## src/design/swm_pkg.sv

```systemverilog
`timescale 1ns / 1ps
// ----------------------------------------------------------------------------
// swm_pkg
// Shared constants and control type for the sliding window maximum block.
// ----------------------------------------------------------------------------
package swm_pkg;

	localparam int WINDOW_MAX_DEF  = 64;
	localparam int SAMPLE_BITS_DEF = 32;
	localparam int CFG_BITS        = 7;
	localparam logic [CFG_BITS-1:0] WINDOW_SIZE_RST = CFG_BITS'(3);

	// broadcast to every cell of the chain
	typedef struct packed {
		logic restart;  // beat starts a new sequence
		logic insert;   // beat accepted: prune and append
		logic shift;    // front leaves, chain moves one cell forward
		logic load;     // cells take their next contents
	} swm_ctrl_t;

endpackage

```

## src/design/swm_cell.sv

```systemverilog
`timescale 1ns / 1ps
// ----------------------------------------------------------------------------
// swm_cell
// One deque slot: holds a candidate, prunes it against the new sample and
// takes its back neighbor's contents when the chain shifts.
// ----------------------------------------------------------------------------
module swm_cell #(
	parameter int SAMPLE_BITS = swm_pkg::SAMPLE_BITS_DEF,
	parameter int POS_BITS    = 7
) (
	input  logic                          clk,
	input  logic                          arst_n,
	input  swm_pkg::swm_ctrl_t            ctrl,
	input  logic signed [SAMPLE_BITS-1:0] x,
	input  logic        [POS_BITS-1:0]    x_pos,
	input  logic                          link_in,
	input  logic                          ret_in,
	output logic                          link_out,
	input  logic                          nb_valid,
	input  logic signed [SAMPLE_BITS-1:0] nb_val,
	input  logic        [POS_BITS-1:0]    nb_pos,
	output logic                          f_valid,
	output logic signed [SAMPLE_BITS-1:0] f_val,
	output logic        [POS_BITS-1:0]    f_pos,
	output logic                          cur_valid,
	output logic        [POS_BITS-1:0]    cur_pos
);

	logic                          valid_q;
	logic signed [SAMPLE_BITS-1:0] val_q;
	logic        [POS_BITS-1:0]    pos_q;
	logic                          v_eff;
	logic                          weaker;
	logic                          keep;
	logic                          take_x;

	assign v_eff    = valid_q && !ctrl.restart;
	assign weaker   = ctrl.insert && (val_q < x);
	assign keep     = v_eff && !weaker && !ret_in;
	// first slot past the kept run receives the new sample
	assign take_x   = !keep && link_in && ctrl.insert;
	assign link_out = keep || ret_in;

	assign f_valid  = keep || take_x;
	assign f_val    = keep ? val_q : x;
	assign f_pos    = keep ? pos_q : x_pos;

	assign cur_valid = valid_q;
	assign cur_pos   = pos_q;

	always_ff @(posedge clk or negedge arst_n) begin
		if (!arst_n) begin
			valid_q <= 1'b0;
		end else if (ctrl.load) begin
			valid_q <= ctrl.shift ? nb_valid : f_valid;
		end
	end

	always_ff @(posedge clk) begin
		if (ctrl.load) begin
			val_q <= ctrl.shift ? nb_val : f_val;
			pos_q <= ctrl.shift ? nb_pos : f_pos;
		end
	end

endmodule

```

## config.mk

```make
export PLATFORM = sky130hd
export DESIGN_NAME = swm_cell
export DESIGN_NICKNAME = d
export VERILOG_FILES = /design/src/design/swm_pkg.sv /design/src/design/swm_cell.sv
export SDC_FILE = /design/constraint.sdc
export NUM_CORES = 1
export LEC_CHECK = 0
export BUFFER_PORTS_ARGS = -buffer_cell sky130_fd_sc_hd__buf_2
export CAP_MARGIN = 30
export CORE_ASPECT_RATIO = 2
export CORE_MARGIN = 4
export CORE_UTILIZATION = 35
export CTS_CLUSTER_DIAMETER = 120
export CTS_CLUSTER_SIZE = 30
export DETAILED_ROUTE_END_ITERATION = 7
export GPL_ROUTABILITY_DRIVEN = 0
export HOLD_SLACK_MARGIN = 0.15
export SETUP_SLACK_MARGIN = 0.2
export SLEW_MARGIN = 5
export SYNTH_ARGS = -nofsm -noshare
export SYNTH_HDL_FRONTEND = slang
export SYNTH_SLANG_ARGS = --single-unit
export TNS_END_PERCENT = 30
```

## constraint.sdc

```tcl
create_clock -name clk -period 5.2 [get_ports clk]
set_input_delay 1.56 -clock clk [delete_from_list [all_inputs] [get_ports clk]]
set_output_delay 1.56 -clock clk [all_outputs]
set_load 0.1 [all_outputs]
```

Word-level counts from Yosys, hierarchy flattened
Index checks and enable logic that the tools add are counted.

word-level totals
  register bits after elaboration = 40
  input bits = 87
  output and inout bits = 49
  word-level logic and storage cells = 21

operators by class
  order comparisons = 1
  multiplexer cells = 5
  reduce and logical (&&, ||, !) cells = 12

operators with widths
  kind                         number
  2-to-1 mux 32 bit            2
  less-than comparator 32 bit  1
  2-to-1 mux 7 bit             2
  logical AND 1 bit            6
  logical NOT 1 bit            4
  logical OR 1 bit             2
  2-to-1 mux 1 bit             1

Longest topological paths before layout
Gate-level depths: netlist of the first run.

  depth in word-level cells = 10
  mapped depth = 11
  depth with buffers taken out = 9

Least setup slack after synthesis of the first run
Ideal clock, no wire load.

  path kind = input port to output port
  from = input x[13]
  to = output link_out
  arrival = 4.623 ns
  data required time = 3.640 ns
  slack = -0.983 ns
  stages on the path = 9
  buffers on the path = 0
  cell sequence = inv_1 ha_1 a21o_1 a21o_1 a221o_1 a22o_2 or3_1 and3_1 o21bai_1

on the way
  cells in the longest elaborated chain, start to end = 6

ends and longest elaborated chain
  element                         line            source
  from (decl)                     swm_cell.sv:14  input logic signed [SAMPLE_BITS-1:0] x,
  less-than comparator 32 bit     swm_cell.sv:38  assign weaker = ctrl.insert && (val_q < x);
  logical AND 1 bit               swm_cell.sv:38
  logical NOT 1 bit               swm_cell.sv:39  assign keep = v_eff && !weaker && !ret_in;
  logical AND 1 bit (2 in a row)  swm_cell.sv:39
  logical OR 1 bit                swm_cell.sv:42  assign link_out = keep || ret_in;
  to (decl)                       swm_cell.sv:18  output logic link_out,

No other way between the ends.

Worst setup path after layout of the first run
  from = input x[13]
  to = output f_val[14]

on the way
  cells in the longest elaborated chain, start to end = 6

ends and longest elaborated chain
  element                         line            source
  less-than comparator 32 bit     swm_cell.sv:38
  logical AND 1 bit               swm_cell.sv:38
  logical NOT 1 bit               swm_cell.sv:39
  logical AND 1 bit (2 in a row)  swm_cell.sv:39
  2-to-1 mux 32 bit               swm_cell.sv:45  assign f_val = keep ? val_q : x;
  to (decl)                       swm_cell.sv:23  output logic signed [SAMPLE_BITS-1:0] f_val,

No other way between the ends.

==> results of run 1 <==
per-layer routing:
metal / GRT usage, % / wire, um
met1: 21.0 / 4230
met2: 38.7 / 7140
met3: 2.19 / 486
met4: 12.4 / 582
met5: 0 / 0
where the power goes:
group          total [mW]  internal (mW)  switching [mW]
clock network       0.304          0.175           0.129
logic               0.737          0.299           0.438
registers           0.417          0.389          0.0280
total                1.46          0.863           0.595
worst max-delay path: stages:
cell and delay (ns):
buf_12 0.11, inv_12 0.04, ha_4 0.18, a21o_1 0.15, a21o_1 0.16, a221o_1 0.34
a22o_4 0.28, a2bb2oi_4 0.21, nand2_4 0.10, buf_12 0.18, mux2_4 0.32, buf_12 0.17
cell usage after synthesis (2+ instances only):
library cell / instances
a21o_1: 2
a21oi_1: 49
a221o_1: 40
and3_1: 3
buf_2: 8
buf_6: 4
clkbuf_1: 17
edfxtp_1: 39
ha_1: 31
inv_1: 34
mux2_1: 39
nand2_1: 48
nand2b_1: 2
nand4_1: 4
nor2_1: 35
nor2b_1: 8
nor3_1: 2
o21ai_0: 2
o21ai_1: 2
or3_1: 2
final timing paths:
kind,start,end,slack [ns],cells after the start
max,x[13],f_val[14],-0.17,12
max reg2reg,val_q[18],val_q[22],2.15,12
min reg2reg,cur_valid,cur_valid,0.54,1
max in group asynchronous,arst_n,cur_valid,4.07,1
min,cur_valid,cur_valid,0.54,1
min in group asynchronous,arst_n,cur_valid,1.04,1
logic make-up (layout without fill, tap and decap cells):
family	Yosys count	after routing	share of synthesized area, %
simple gates	111	112	13.9
compound gates	108	108	22.4
buf+inv	63	218	7.66
flops	40	40	33.1
mux	39	39	12.2
fa+ha+maj	31	31	10.7
other cells	0	3	0
state kept, by name, summed over array words and instances, names as in the netlist:
register	cells
cur_pos	7
cur_valid	1
val_q	32
cell type report:
class                           instances  area [um2]
Antenna cell                            3        7.51
Clock buffer                            6         129
Clock inverter                          1        5.00
Fill cell                             866        4170
Inverter                               34         140
Multi-Input combinational cell        290        2610
Sequential cell                        40        1200
Tap cell                              135         169
Timing Repair Buffer                  177        1660
repair_timing:
item,in CTS,in global routing
pin swaps,7,5
hold endpoints to repair,0,0
resized for setup,29,15
setup endpoints to repair,41,41
buffers inserted,10,1
cloned,1,0
==> impl_metrics.env, run 1 <==
export IMPL_ys_flop_type="edfxtp_1"
export IMPL_grt_max_degree=63
export IMPL_numClockSinks=40
export IMPL_hold_ws_ns=0.542
export IMPL_final_common_cell="buf_2"
export IMPL_area_growth_pct=64.0
export IMPL_die_w_um=79.8
export IMPL_grt_pass1_wl_mm=19.2
export IMPL_wl_mm=12.4
export IMPL_status="finished with violations"
export IMPL_vdd_ir_drop_max_v=0.000145
export IMPL_vias_per_cell=5.40
export IMPL_yosys_warnings=0
export IMPL_dpl_cell_area_um2=5390
export IMPL_cts_hold_buffers=0
export IMPL_synthCells=392
export IMPL_rsz0062_at_grt="true"
export IMPL_hpwl_mm=9.07
export IMPL_synth_area_per_cell_um2=9.21
export IMPL_leakage_nw=2.64
export IMPL_yosysTopAreaCellShare_pct=32.5
export IMPL_slew_headroom_pct=58.9
export IMPL_dieHeight_um=152
export IMPL_syn_cell_area_um2=3610
export IMPL_final_cell_area_um2=5920
export IMPL_firstDrtPassIters=4
export IMPL_mostFrequentLayoutCells="buf_2 (93), nand2_1 (46), a21oi_1 (45), buf_12 (45), a221o_1 (40)"
export IMPL_dp_cells=663
export IMPL_worstMarginPinSlew_ns=0.617
export IMPL_yosysSeqAreaShare_pct=33.1
export IMPL_clock_latency_ns=0.29
export IMPL_core_area_um2=10100
export IMPL_drtAntennaViolNets=0
export IMPL_crit_type="in -> out"
export IMPL_maxCapViolCount=0
export IMPL_fin_util_pct=58.7
export IMPL_finalMaxSlewViolations=0
export IMPL_routedWlPerCell_um=18.1
export IMPL_hp_class="reg -> reg"
export IMPL_drc=0
export IMPL_synth_area_leaders="edfxtp_1 (32%), mux2_1 (12%), a221o_1 (11%)"
export IMPL_cp_required_ns=3.64
export IMPL_setup_ws_ns=-0.172
export IMPL_min_period_over_period_pct=103
export IMPL_power_density_nw_per_um2=246
export IMPL_setup_tns_ns=-6.58
export IMPL_portBuffers=135
export IMPL_drive_gt1_share_pct=49.8
export IMPL_pin_count=136
export IMPL_start_kind="input pin"
export IMPL_track_usage_pct=20.5
export IMPL_synth_edf_count=39
export IMPL_synthesis_nets=510
export IMPL_cts_tree="done"
export IMPL_cts_buffer_depth=2
export IMPL_power_mw=1.46
export IMPL_finalSetupViolations=41
export IMPL_yosys_area_top_type="edfxtp_1"
export IMPL_skew_ns=0.00472
export IMPL_fin_cells=686
export IMPL_min_period_ns=5.37
export IMPL_via_count=3702
export IMPL_fmax_mhz=186
export IMPL_path_max_fanout=15
export IMPL_end_kind="primary output"
export IMPL_arrival_ns=3.81
export IMPL_row_count=52
export IMPL_fp_dieArea_um2=12100
export IMPL_grt_pass1_vias=3912
export IMPL_cts_buffers=5
export IMPL_synth_cell_types=41
export IMPL_violations="setup timing"
export IMPL_clkTransAtPathRegs_ns=0.06
export IMPL_initial_core_util_pct=35.8
export IMPL_antenna_found_initial=3
export IMPL_synth_seq_cells=40
export IMPL_hold_viol_final=0
export IMPL_async_flop_share_pct=2.50
export IMPL_dr_first_iter_drc_count=164
export IMPL_final_nets=666
export IMPL_grt_ovfl_total=0
export IMPL_pre_cts_ws_ns=-0.490
export IMPL_cts_root_buf="clkbuf_16"
export IMPL_htreeDepth=2
Power figures use the tool's default switching activity.
==> run 2, diff against run 1 <==
--- a/config.mk
+++ b/config.mk
@@ -5,7 +5,7 @@
 export SDC_FILE = /design/constraint.sdc
 export NUM_CORES = 1
 export LEC_CHECK = 0
-export BUFFER_PORTS_ARGS = -buffer_cell sky130_fd_sc_hd__buf_2
+export BUFFER_PORTS_ARGS = -buffer_cell sky130_fd_sc_hd__buf_4
 export CAP_MARGIN = 30
 export CORE_ASPECT_RATIO = 2
 export CORE_MARGIN = 4
==> impl_metrics.env, run 2 (synthesis gave the netlist of run 1 again) <==
export IMPL_initial_core_util_pct=35.8
export IMPL_arrival_ns=3.86
export IMPL_core_area_um2=10100
export IMPL_end_kind="primary output"
export IMPL_cts_buffer_depth=2
export IMPL_p_sw_share_pct=40.4
export IMPL_via_count=3790
export IMPL_fill_cells=807
export IMPL_grt_pass1_vias=4032
export IMPL_cts_tree="done"
export IMPL_wl_met3_um=493
export IMPL_worstMarginPinSlew_ns=0.833
export IMPL_pin_count=136
export IMPL_final_cell_area_um2=6290
export IMPL_crit_type="in -> out"
export IMPL_fmax_mhz=184
export IMPL_slew_headroom_pct=44.4
export IMPL_fp_dieArea_um2=12100
export IMPL_min_period_over_period_pct=104
export IMPL_hold_viol_final=0
export IMPL_cp_startpoint="x[13]"
export IMPL_routedWlPerCell_um=18.4
export IMPL_max_stage_delay_ns=0.33
export IMPL_firstDrtPassIters=5
export IMPL_numClockSinks=40
export IMPL_power_density_nw_per_um2=238
export IMPL_leakage_nw=2.76
export IMPL_clock_latency_ns=0.29
export IMPL_finalSetupViolations=41
export IMPL_status="finished with violations"
export IMPL_area_growth_pct=74.4
export IMPL_drtAntennaViolNets=0
export IMPL_rrSetupSlack_ns=2.03
export IMPL_vdd_ir_drop_max_v=0.000173
export IMPL_finalMaxSlewViolations=0
export IMPL_fin_util_pct=62.4
export IMPL_seq_area_um2=1200
export IMPL_wl_met1_mm=4.34
export IMPL_clkTransAtPathRegs_ns=0.06
export IMPL_hp_class="reg -> reg"
export IMPL_drc=0
export IMPL_path_max_fanout=4
export IMPL_p_switching_mw=0.603
export IMPL_power_internal_mw=0.892
export IMPL_highest_layer="met4"
export IMPL_worstReg2RegStart="val_q[23]"
export IMPL_rsz0062_at_grt="true"
export IMPL_setup_ws_ns=-0.223
export IMPL_min_delay_start="cur_valid"
export IMPL_final_common_cell="buf_4"
export IMPL_dieHeight_um=152
export IMPL_cts_buffers=5
export IMPL_die_w_um=79.8
export IMPL_combPwrFrac_pct=51.3
export IMPL_maxCapViolCount=0
export IMPL_pre_cts_ws_ns=-0.497
export IMPL_portBuffers=135
export IMPL_vias_per_cell=5.50
export IMPL_grt_pass1_wl_mm=19.6
export IMPL_multi_input_area_um2=2630
export IMPL_slowest_stage="a221o_1"
export IMPL_min_period_ns=5.42
export IMPL_start_kind="input pin"
export IMPL_dpl_cell_area_um2=5120
export IMPL_diodes=0
export IMPL_hpwl_mm=8.67
export IMPL_violations="setup timing"
export IMPL_wl_met2_mm=7.15
export IMPL_clkPwrFrac_pct=20.7
export IMPL_largest_reg_flops=32
export IMPL_grt_ovfl_total=0
export IMPL_pwr_share_seq_pct=28.0
export IMPL_cp_required_ns=3.64
export IMPL_dr_first_iter_drc_count=213
export IMPL_row_count=52
export IMPL_cts_hold_buffers=0
export IMPL_skew_ns=0.00806
export IMPL_cts_root_buf="clkbuf_16"
export IMPL_wl_mm=12.6
export IMPL_grt_max_degree=82
export IMPL_mostFrequentLayoutCells="buf_4 (124), nand2_1 (47), a21oi_1 (46), buf_12 (42), a221o_1 (40)"
export IMPL_drive_gt1_share_pct=51.3
export IMPL_hold_ws_ns=0.534
export IMPL_htreeDepth=2
export IMPL_largest_register="val_q"
export IMPL_antenna_found_initial=0
export IMPL_crit_chain="buf_12, inv_12, ha_4, a21o_1, a21o_1, a221o_1, a22o_4, a2bb2oi_4, nand2_4, buf_6, buf_16, mux2_4, buf_12"
export IMPL_final_nets=671
export IMPL_track_usage_pct=21.0
[run 2: changes by cell type in the layout (fill, tap and decap cells not counted), sizes merged]
cell,delta
clkbuf,-1
diode,-3
buf,+5
clkinv,+2
[run 2: path summary, 6_finish.rpt]
path / endpoint / cells past startpoint
setup / recovery: f_val[27] / 13
max in group asynchronous: cur_valid / 1
hold reg to reg: cur_valid / 1
setup reg to reg: val_q[14] / 13
hold / removal: cur_valid / 1
min in group asynchronous: cur_valid / 1
[run 2: what timing repair did]
item                       in CTS  in global routing
gates cloned                    3                  0
resized for setup             149                 43
setup endpoints to repair      41                 41
buffers inserted                9                  6
pin swaps                      15                 18
hold endpoints to repair        0                  0
[run 2: power groups by stage]
stage / Clock [mW] / Sequential (mW) / Combinational [mW]
finish: 0.310 / 0.419 / 0.767
global route: 0.327 / 0.422 / 0.809
CTS: 0.316 / 0.417 / 0.750
detailed placement: 0 / 0.419 / 0.627
global placement: 0 / 0.419 / 0.621
floorplan: 0 / 0.449 / 0.422
[run 2: layout make-up]
class / instances / area share (%)
multi-input combinational: 290 / 41.8
clock inverter: 3 / 0.219
clock buffer: 5 / 1.99
sequential: 40 / 19.0
tap: 135 / 2.68
inverter: 34 / 2.58
timing repair buffer: 182 / 31.8
[run 2: worst max-delay path, delay by kind of cell]
kind / cells / cell delay (ns)
AOI/OAI and AO/OA: 5 / 1.10
buffers and inverters: 5 / 0.59
muxes: 1 / 0.31
adders and majority gates: 1 / 0.18
and+or+nand+nor: 1 / 0.11
[run 2: through the flow]
stage / power (mW) / std cells / setup TNS, ns
after global placement: 1.04 / 663 / -17.65
after CTS: 1.48 / 683 / -7.17
after global routing: 1.56 / 689 / -10.26
after detailed placement: 1.05 / 663 / -17.41
after floorplan: 0.871 / 392 / -0.0220
final: 1.50 / 689 / -6.58
[run 2: layer usage]
layer / vias to the layer above / global-route usage (%)
met4: 0 / 13.2
met5: - / 0
li1: 1782 / -
met1: 1832 / 21.0
met3: 41 / 2.54
met2: 135 / 39.9
==> run 3, diff against run 2 <==
--- a/config.mk
+++ b/config.mk
@@ -15,6 +15,7 @@
 export DETAILED_ROUTE_END_ITERATION = 7
 export GPL_ROUTABILITY_DRIVEN = 0
 export HOLD_SLACK_MARGIN = 0.15
+export PLACE_DENSITY = 0.61
 export SETUP_SLACK_MARGIN = 0.2
 export SLEW_MARGIN = 5
 export SYNTH_ARGS = -nofsm -noshare
==> impl_metrics.env, run 3 (synthesis gave the netlist of run 1 again) <==
export IMPL_setup_tns_ns=-5.71
export IMPL_dieHeight_um=152
export IMPL_clock_latency_ns=0.29
export IMPL_hold_viol_final=0
export IMPL_dpl_cell_area_um2=5130
export IMPL_finalSetupViolations=40
export IMPL_antenna_found_initial=0
export IMPL_diodes=0
export IMPL_core_area_um2=10100
export IMPL_clkTransAtPathRegs_ns=0.06
export IMPL_end_kind="primary output"
export IMPL_via_count=3712
export IMPL_skew_ns=0.00802
export IMPL_hold_ws_ns=0.539
export IMPL_cp_required_ns=3.64
export IMPL_cts_root_buf="clkbuf_16"
export IMPL_maxCapViolCount=0
export IMPL_track_usage_pct=21.4
export IMPL_wl_mm=12.8
export IMPL_min_period_over_period_pct=104
export IMPL_vias_per_cell=5.43
export IMPL_largest_register="val_q"
export IMPL_power_density_nw_per_um2=241
export IMPL_dr_first_iter_drc_count=186
export IMPL_grt_pass1_vias=4031
export IMPL_rsz0062_at_grt="true"
export IMPL_fin_util_pct=61.2
export IMPL_dp_cells=664
export IMPL_portBuffers=135
export IMPL_crit_type="in -> out"
export IMPL_grt_pass1_wl_mm=20.1
export IMPL_worstReg2RegStart="val_q[13]"
export IMPL_min_delay_start="cur_valid"
export IMPL_row_count=52
export IMPL_numClockSinks=40
export IMPL_firstDrtPassIters=5
export IMPL_grt_max_degree=82
export IMPL_cts_buffer_depth=2
export IMPL_status="finished with violations"
export IMPL_area_growth_pct=71.1
export IMPL_htreeDepth=2
export IMPL_cts_tree="done"
export IMPL_fp_dieArea_um2=12100
export IMPL_arrival_ns=3.83
export IMPL_path_max_fanout=6
export IMPL_largest_reg_flops=32
export IMPL_seq_area_um2=1200
export IMPL_fill_cells=855
export IMPL_cts_hold_buffers=0
export IMPL_worstMarginPinSlew_ns=0.858
export IMPL_slew_headroom_pct=42.8
export IMPL_setup_ws_ns=-0.189
export IMPL_fmax_mhz=186
export IMPL_hpwl_mm=8.74
export IMPL_pre_cts_ws_ns=-0.362
export IMPL_power_mw=1.49
export IMPL_min_period_ns=5.39
export IMPL_leakage_nw=2.72
export IMPL_final_cell_area_um2=6170
export IMPL_routedWlPerCell_um=18.6
export IMPL_hold_depth=1
export IMPL_initial_core_util_pct=35.8
export IMPL_grt_ovfl_total=0
export IMPL_reg2reg_to="val_q[18]"
export IMPL_finalMaxSlewViolations=0
export IMPL_violations="setup timing"
export IMPL_slowest_stage="a221o_1"
export IMPL_pin_count=136
export IMPL_hp_class="reg -> reg"
export IMPL_drive_gt1_share_pct=50.8
export IMPL_drc=0
export IMPL_die_w_um=79.8
export IMPL_cts_buffers=5
export IMPL_vdd_ir_drop_max_v=0.000161
export IMPL_max_stage_delay_ns=0.33
export IMPL_final_nets=666
export IMPL_final_common_cell="buf_4"
export IMPL_rrSetupSlack_ns=2.20
export IMPL_start_kind="input pin"
export IMPL_r2r_cells=11
export IMPL_fin_cells=684
export IMPL_min_to="cur_valid"
export IMPL_drtAntennaViolNets=0
export IMPL_crit_chain="buf_12, inv_12, ha_4, a21o_1, a21o_1, a221o_1, a22o_4, a2bb2oi_4, buf_6, and2_4, mux2_4, buf_12"
export IMPL_multi_input_area_um2=2620
export IMPL_mostFrequentLayoutCells="buf_4 (128), a21oi_1 (46), nand2_1 (46), buf_12 (43), a221o_1 (40)"
## run 3: cell count changes in the layout (fill, tap and decap cells not counted), sizes merged
cell  delta
buf      -5
## run 3: worst max-delay path: cells and delay by family
| family | cells | cell delay [ns] |
|---|---|---|
| AO/OA/AOI/OAI | 5 | 1.08 |
| AND/OR/NAND/NOR | 1 | 0.22 |
| multiplexers | 1 | 0.33 |
| buffers and inverters | 4 | 0.45 |
| adder cells (fa/ha/maj) | 1 | 0.18 |
## run 3: what timing repair did
action	4_1_cts	5_1_grt
setup endpoints to repair	41	41
buffers inserted	9	1
gates cloned	2	0
pin swaps	16	4
gates resized for setup	148	25
## run 3: how the worst max path moves through the flow
| stage | to | cells past startpoint | startpoint |
|---|---|---|---|
| 2_1_floorplan | link_out | 9 | x[13] |
| 3_3_place_gp | f_pos[6] | 11 | x[1] |
| 3_5_place_dp | f_pos[0] | 11 | x[1] |
| 4_1_cts | f_pos[0] | 12 | x[13] |
| 5_1_grt | f_val[13] | 13 | x[17] |
| 6_report | f_pos[0] | 12 | x[13] |
## run 3: report_power, final
part           leakage (nW)  switching [mW]  internal, mW  total, mW
logic                  2.25           0.436         0.322      0.758
registers             0.400          0.0290         0.389      0.418
clock network        0.0710           0.138         0.175      0.313
total                  2.72           0.603         0.885       1.49
## run 3: per-layer routing
layer,share of wire (%),vias to the layer above,GRT usage [%]
met4,4.0,0,10.6
met1,34,1808,21.0
met3,3.4,30,2.78
li1,-,1775,-
met2,58,99,42.2
met5,0,-,0
## run 3: final cells by class
| type | instances | area share (%) |
|---|---|---|
| multi-input combinational | 290 | 42.5 |
| timing repair buffer | 177 | 30.9 |
| sequential | 40 | 19.4 |
| tap | 135 | 2.74 |
| inverter | 34 | 2.31 |
| clock buffer | 5 | 2.03 |
| clock inverter | 3 | 0.223 |
